==> config.mk <==
export PLATFORM = sky130hd
export DESIGN_NAME = page_mapping_table
export DESIGN_NICKNAME = d
export VERILOG_FILES = /design/src/design/pmt_pkg.sv /design/src/design/page_mapping_table.sv /design/src/design/pmt_cell.sv
export SDC_FILE = /design/constraint.sdc
export NUM_CORES = 2
export LEC_CHECK = 0
export BUFFER_PORTS_ARGS = -buffer_cell sky130_fd_sc_hd__buf_2
export CORE_ASPECT_RATIO = 2
export CORE_MARGIN = 4
export CORE_UTILIZATION = 65
export DETAILED_ROUTE_END_ITERATION = 6
export PLACE_DENSITY = 0.82
export SLEW_MARGIN = 20
export SYNTH_ARGS = -nofsm -noshare
export SYNTH_HDL_FRONTEND = slang
export SYNTH_SLANG_ARGS = --single-unit
==> constraint.sdc <==
create_clock -name clk -period 13.75 [get_ports clk]
set_clock_uncertainty 0.1 [all_clocks]
set_input_delay 2.0625 -clock clk [delete_from_list [all_inputs] [get_ports clk]]
set_output_delay 2.0625 -clock clk [all_outputs]
set_load 0.03 [all_outputs]
==> src/design/pmt_pkg.sv <==
`timescale 1ns / 1ps
// ----------------------------------------------------------------------------
// pmt_pkg
// Shared widths, command and status codes, and the probe record that walks
// the cell chain of the page mapping table.
// ----------------------------------------------------------------------------
package pmt_pkg;

  localparam int unsigned VPAGE_W  = 52;
  localparam int unsigned PPAGE_W  = 20;
  localparam int unsigned STATUS_W = 2;

  // Command codes
  localparam logic CMD_MAP       = 1'b0;
  localparam logic CMD_TRANSLATE = 1'b1;

  // Status codes
  localparam logic [STATUS_W-1:0] ST_OK        = 2'd0;
  localparam logic [STATUS_W-1:0] ST_FULL      = 2'd1;
  localparam logic [STATUS_W-1:0] ST_NOT_FOUND = 2'd2;

  // Probe handed from cell to cell. ppage/writable carry the new values on
  // the way in and the found values once a translate has hit.
  typedef struct packed {
    logic               valid;
    logic               command;
    logic [VPAGE_W-1:0] vpage;
    logic [PPAGE_W-1:0] ppage;
    logic               writable;
    logic               done;      // matched or appended somewhere upstream
    logic               appended;  // a new entry was added
  } probe_t;

endpackage

==> src/design/page_mapping_table.sv <==
`timescale 1ns / 1ps
// The probe walks one cell of the chain per cycle, from the head register
// through the slot cells in order to the output register.
// A new item is taken only after the previous result transfer.
// Reset: synchronous, active low; empties the table at once (fill count to
// zero), no clearing pass.
// ----------------------------------------------------------------------------
// page_mapping_table
// Fully associative virtual-to-physical page table built as a chain of slot
// cells. Entries fill slots in order; the fill count lives here.
// ----------------------------------------------------------------------------
module page_mapping_table #(
  parameter int unsigned MAX_ENTRIES = 16
) (
  input  logic                              clk,
  input  logic                              rst_n,
  input  logic                              in_valid,
  output logic                              in_stall,
  input  logic                              in_command,
  input  logic [pmt_pkg::VPAGE_W-1:0]       in_virtual_page,
  input  logic [pmt_pkg::PPAGE_W-1:0]       in_new_physical_page,
  input  logic                              in_new_writable,
  output logic                              out_valid,
  input  logic                              out_stall,
  output logic [pmt_pkg::STATUS_W-1:0]      out_status,
  output logic [pmt_pkg::PPAGE_W-1:0]       out_found_physical_page,
  output logic                              out_found_writable
);
  import pmt_pkg::*;

  localparam int unsigned USED_W = $clog2(MAX_ENTRIES + 1);

  logic                  busy_r;
  logic [USED_W-1:0]     used_r;
  probe_t                head_r;
  probe_t                chain [MAX_ENTRIES+1];
  probe_t                tail;
  logic                  out_valid_r;
  logic [STATUS_W-1:0]   status_r;
  logic [PPAGE_W-1:0]    found_ppage_r;
  logic                  found_wr_r;
  logic                  in_xfer;
  logic                  out_xfer;
  logic [STATUS_W-1:0]   status_nxt;
  logic                  found;

  assign in_stall = busy_r;
  assign in_xfer  = in_valid && !busy_r;
  assign out_xfer = out_valid_r && !out_stall;

  // One item in flight
  always_ff @(posedge clk) begin
    if (!rst_n) begin
      busy_r <= 1'b0;
    end else if (in_xfer) begin
      busy_r <= 1'b1;
    end else if (out_xfer) begin
      busy_r <= 1'b0;
    end
  end

  // Chain head register
  always_ff @(posedge clk) begin
    if (!rst_n) begin
      head_r.valid <= 1'b0;
    end else begin
      head_r.valid <= in_xfer;
    end
  end

  always_ff @(posedge clk) begin
    if (in_xfer) begin
      head_r.command  <= in_command;
      head_r.vpage    <= in_virtual_page;
      head_r.ppage    <= in_new_physical_page;
      head_r.writable <= in_new_writable;
      head_r.done     <= 1'b0;
      head_r.appended <= 1'b0;
    end
  end

  assign chain[0] = head_r;

  // Row of slot cells
  for (genvar k = 0; k < MAX_ENTRIES; k++) begin : g_cell
    pmt_cell #(
      .IDX    (k),
      .USED_W (USED_W)
    ) u_cell (
      .clk     (clk),
      .rst_n   (rst_n),
      .used    (used_r),
      .probe_i (chain[k]),
      .probe_o (chain[k+1])
    );
  end

  assign tail = chain[MAX_ENTRIES];

  // Fill count
  always_ff @(posedge clk) begin
    if (!rst_n) begin
      used_r <= '0;
    end else if (tail.valid && tail.appended) begin
      used_r <= used_r + USED_W'(1);
    end
  end

  // Result decode
  assign found = tail.done && (tail.command == CMD_TRANSLATE);

  always_comb begin
    if (tail.done) begin
      status_nxt = ST_OK;
    end else if (tail.command == CMD_MAP) begin
      status_nxt = ST_FULL;
    end else begin
      status_nxt = ST_NOT_FOUND;
    end
  end

  // Output register
  always_ff @(posedge clk) begin
    if (!rst_n) begin
      out_valid_r <= 1'b0;
    end else if (tail.valid) begin
      out_valid_r <= 1'b1;
    end else if (out_xfer) begin
      out_valid_r <= 1'b0;
    end
  end

  always_ff @(posedge clk) begin
    if (tail.valid) begin
      status_r      <= status_nxt;
      found_ppage_r <= found ? tail.ppage : '0;
      found_wr_r    <= found ? tail.writable : 1'b0;
    end
  end

  assign out_valid               = out_valid_r;
  assign out_status              = status_r;
  assign out_found_physical_page = found_ppage_r;
  assign out_found_writable      = found_wr_r;

endmodule

==> src/design/pmt_cell.sv <==
`timescale 1ns / 1ps
// ----------------------------------------------------------------------------
// pmt_cell
// One table slot. Compares the passing probe against its entry, updates or
// fills the entry on a map, picks up the mapping on a translate, and hands
// the probe on through a register.
// ----------------------------------------------------------------------------
module pmt_cell #(
  parameter int unsigned IDX    = 0,
  parameter int unsigned USED_W = 5
) (
  input  logic                clk,
  input  logic                rst_n,
  input  logic [USED_W-1:0]   used,
  input  pmt_pkg::probe_t     probe_i,
  output pmt_pkg::probe_t     probe_o
);
  import pmt_pkg::*;

  logic [VPAGE_W-1:0] ent_vpage_r;
  logic [PPAGE_W-1:0] ent_ppage_r;
  logic               ent_wr_r;

  logic               live;
  logic               in_range;
  logic               match;
  logic               append;
  logic               wr_en;
  probe_t             probe_nxt;
  probe_t             probe_r;

  // Slot state relative to the fill count
  assign live     = probe_i.valid && !probe_i.done;
  assign in_range = USED_W'(IDX) < used;
  assign match    = live && in_range && (ent_vpage_r == probe_i.vpage);
  assign append   = live && (probe_i.command == CMD_MAP) && (USED_W'(IDX) == used);
  assign wr_en    = append || (match && (probe_i.command == CMD_MAP));

  // Next probe
  always_comb begin
    probe_nxt          = probe_i;
    probe_nxt.done     = probe_i.done || match || append;
    probe_nxt.appended = probe_i.appended || append;
    if (match && (probe_i.command == CMD_TRANSLATE)) begin
      probe_nxt.ppage    = ent_ppage_r;
      probe_nxt.writable = ent_wr_r;
    end
  end

  // Entry storage
  always_ff @(posedge clk) begin
    if (wr_en) begin
      ent_ppage_r <= probe_i.ppage;
      ent_wr_r    <= probe_i.writable;
    end
    if (append) begin
      ent_vpage_r <= probe_i.vpage;
    end
  end

  // Hand-on register: valid is control, the rest is payload
  always_ff @(posedge clk) begin
    if (!rst_n) begin
      probe_r.valid <= 1'b0;
    end else begin
      probe_r.valid <= probe_nxt.valid;
    end
  end

  always_ff @(posedge clk) begin
    probe_r.command  <= probe_nxt.command;
    probe_r.vpage    <= probe_nxt.vpage;
    probe_r.ppage    <= probe_nxt.ppage;
    probe_r.writable <= probe_nxt.writable;
    probe_r.done     <= probe_nxt.done;
    probe_r.appended <= probe_nxt.appended;
  end

  assign probe_o = probe_r;

endmodule

==> run_results.csv <==
group,metric,value,unit
run_status,status,"finished clean",
min_path,min_path_cells,0,
timing,hold_violations,0,
synthesis,syn_nets,4553,
clock_tree,cts_resized,0,
place,portBuffers,102,
route,drc,0,
pwr,p_clk_share,39.6,%
floorplanning,die_w,252,um
setup_path,cpMostUsedCell,"nor4_1",
pwr,power_frac_seq,58.7,%
timing,period_share,30.2,%
setup_path,path_cells,"xor2_1 > nor4_1 > nand4_1 > nor4_1 > nand3_1 > mux2_2",
floorplanning,fp-row-count,178,
pwr,p_leak,0.0309,uW
clock_tree,clock_sinks,2453,
setup_path,cp.arrival,4.71,ns
route,viasPerCell,5.60,
timing,tightest_slew,1.24,ns
timing,rsz0062_at_grt,"false",
route,dr.pass1.iters,6,
grt,grt_pass1_vias,39100,
synthesis,syn_avg_cell_area,17.3,sq um
setup_path,startpoint,"g_cell[6].u_cell.probe_o[68]",
setup_path,cp_slowest_cell,"nand3_1",
pwr,ir_drop,0.000172,V
min_path,min_path_type,"flip-flop to flip-flop",
setup_path,critPathLaunchType,"flip-flop",
grt,antenna_found_initial,3,
grt,grtUsageMet3,3.84,%
finish,area_delta_synth_final,11.6,%
setup_path,criticalPathCategory,"flip-flop to flip-flop",
timing,slew_headroom,16.7,%
synthesis,synth_edf_count,1265,
route,drt_iter0_markers,1928,
synthesis,synth_area_leader_cell,"edfxtp_1",
grt,grtUsageMet2,48.4,%
grt,met1_usage,21.0,%
grt,overflow,0,
synthesis,yosysTopAreaCellShare,49.0,%
clock_tree,root_buffer,"clkbuf_16",
setup_path,r2r-start,"g_cell[6].u_cell.probe_o[68]",
setup_path,cp_data_required_time,14.31,ns
floorplanning,boundaryPins,103,
clock_tree,cts_made_buffers,187,
timing,fmax,0.241,GHz
grt,grt.total_usage,25.5,%
setup_path,critPathCapture,"g_cell[7].u_cell.probe_o[12]",
finish,fillers,6849,
timing,fin_setup_tns,0,ns
synthesis,syn_area,0.0774,sq mm
finish,fin_nets,4827,
pwr,switching_share,20.0,%
finish,final_area,0.0864,sq mm
clock_tree,cts_tree,"yes",
synthesis,synth.area.top_cells,"edfxtp_1 49%, dfxtp_1 31%, mux2_2 4.6%",
route,final_antenna_net_count,0,
route,via_count,36100,
floorplanning,initial_utilization,65.6,%
pwr,power_density,159,mW/mm^2
timing,slew_viol_final,0,
clock_tree,clk_latency,0.80,ns
pwr,combPwrFrac,1.7,%
finish,final_cell_mix,"1265 x edfxtp_1, 1188 x dfxtp_1, 390 x xor2_1",
timing,period_minus_slack,4.15,ns
floorplanning,die-area,0.125,sq mm
clock_tree,ctsHoldBuffers,0,
synthesis,ys_ff_latch,2453,
synthesis,synthArstFlopShare,0,%
setup_path,cp_max_fo,21,
place,placed_area,0.0801,sq mm
synthesis,synth_warnings,0,
route,routedWlPerCell,24.6,um
synthesis,yosysSeqAreaShare,79.8,%
synthesis,synth_cells,4472,
clock_tree,path_clk_slew,0.07,ns
grt,top_usage_layer,"met2",
grt,grt_max_degree,56,
flow_run,drv_cap,0,
floorplanning,core_area,0.118,sq mm
setup_path,reg2regPathDepth,6,
pwr,internal_power,11000,uW
finish,post-route-util,73.2,%
finish,layout-drive-gt1-share,16.5,%
synthesis,synth_cell_types,60,
setup_path,worst-r2r-setup-slack,9.60,ns
floorplanning,die_h,496,um
finish,final_common_cell,"edfxtp_1",
synthesis,yosys_most_used_dff,"edfxtp_1",
setup_path,reg2reg_to,"g_cell[7].u_cell.probe_o[12]",
timing,timing.hold.ws,0.259,ns
grt,grt_pass1_wl,234000,um
route,drt-total-wl,159000,um
clock_tree,cts_setup_buffers,0,
clock_tree,max-clock-path-buffers,3,
pwr,p_sw,2760,uW
timing,setup_viol,0,
setup_path,end_kind,"flip-flop",
place,gp_congestion,1.04,
setup_path,crit_path_max_incr_delay,0.91,ns
place,dp_hpwl,115000,um
clock_tree,htreeDepth,4,
## worst max-delay path: cells and delay by family, from the launching register on
kind / cells / cell delay [ns]
XOR/XNOR: 1 / 0.12
multiplexers: 1 / 0.59
flip-flops: 1 / 0.54
AND/OR/NAND/NOR: 4 / 2.64
## state kept, by name, summed over array words and instances (netlist names)
name / count
chain: 75
g_cell.u_cell.ent_ppage_r: 320
g_cell.u_cell.ent_vpage_r: 832
g_cell.u_cell.ent_wr_r: 16
g_cell.u_cell.probe_o: 1180
in_stall: 1
out_found_physical_page: 20
out_found_writable: 1
out_status: 2
out_valid: 1
used_r: 5
## per-stage QoR
stage | power [uW] | instances | worst slack [ns]
global route | 14200 | 6440 | 9.52
global placement | 8450 | 6083 | 9.20
CTS | 13900 | 6437 | 9.29
floorplan | 8310 | 4472 | 5.72
finish | 13800 | 6442 | 9.60
detailed placement | 8480 | 6085 | 9.31
## cells by family after synthesis
| group | Yosys count | synth area share, % |
|---|---|---|
| AO/OA/AOI/OAI | 176 | 1.69 |
| XOR/XNOR | 666 | 7.53 |
| adder cells (fa/ha/maj) | 3 | 0.0485 |
| buffers and inverters | 198 | 1.03 |
| flip-flops | 2453 | 79.8 |
| multiplexers | 336 | 4.98 |
| AND/OR/NAND/NOR | 640 | 4.97 |
## power groups by stage
| stage | combinational [uW] | clock (uW) | sequential, uW |
|---|---|---|---|
| 2_1_floorplan | 162 | 0 | 8140 |
| 3_3_place_gp | 222 | 0 | 8230 |
| 3_5_place_dp | 232 | 0 | 8250 |
| 4_1_cts | 238 | 5530 | 8090 |
| 5_1_grt | 255 | 5810 | 8100 |
| 6_report | 237 | 5460 | 8090 |
## area by class of cell
class	count	area [sq um]	share of cell area, %
sequential	2453	61800	71.5
antenna	3	7.51	0.00869
timing repair buffer	130	736	0.851
tap	1530	1910	2.22
clock inverter	93	895	1.04
multi-input combinational	1821	15200	17.5
clock buffer	259	5350	6.19
inverter	153	581	0.672
## synth_stat cells (22+ instances only)
master	n
mux2_2	316
edfxtp_1	1265
xnor2_1	276
inv_1	153
dfxtp_1	1188
and2_1	22
nand3_1	33
o22ai_1	47
nor2_1	26
nand4_1	121
nor4_1	146
nand2b_1	60
nor2b_1	78
nor3_1	27
and3_1	22
xor2_1	390
nand2_1	50
## worst min path at each step
stage,slack (ns),endpoint,from
finish,0.26,g_cell[8].u_cell.probe_o[61],g_cell[7].u_cell.probe_o[61]
global route,0.28,g_cell[5].u_cell.probe_o[38],g_cell[4].u_cell.probe_o[38]
CTS,0.26,g_cell[5].u_cell.probe_o[38],g_cell[4].u_cell.probe_o[38]
detailed placement,0.26,g_cell[5].u_cell.probe_o[38],g_cell[4].u_cell.probe_o[38]
global placement,0.26,g_cell[3].u_cell.probe_o[58],g_cell[2].u_cell.probe_o[58]
floorplan,0.25,g_cell[10].u_cell.probe_o[58],g_cell[9].u_cell.probe_o[58]
## layer usage
metal	routed length [um]	part of all wire, %	up-vias
li1	-	-	16800
met1	44700	28	17800
met2	87600	55	947
met3	5030	3.2	590
met4	21200	13	0
met5	0	0	-
No activity file was read; power rests on OpenSTA's default activity.
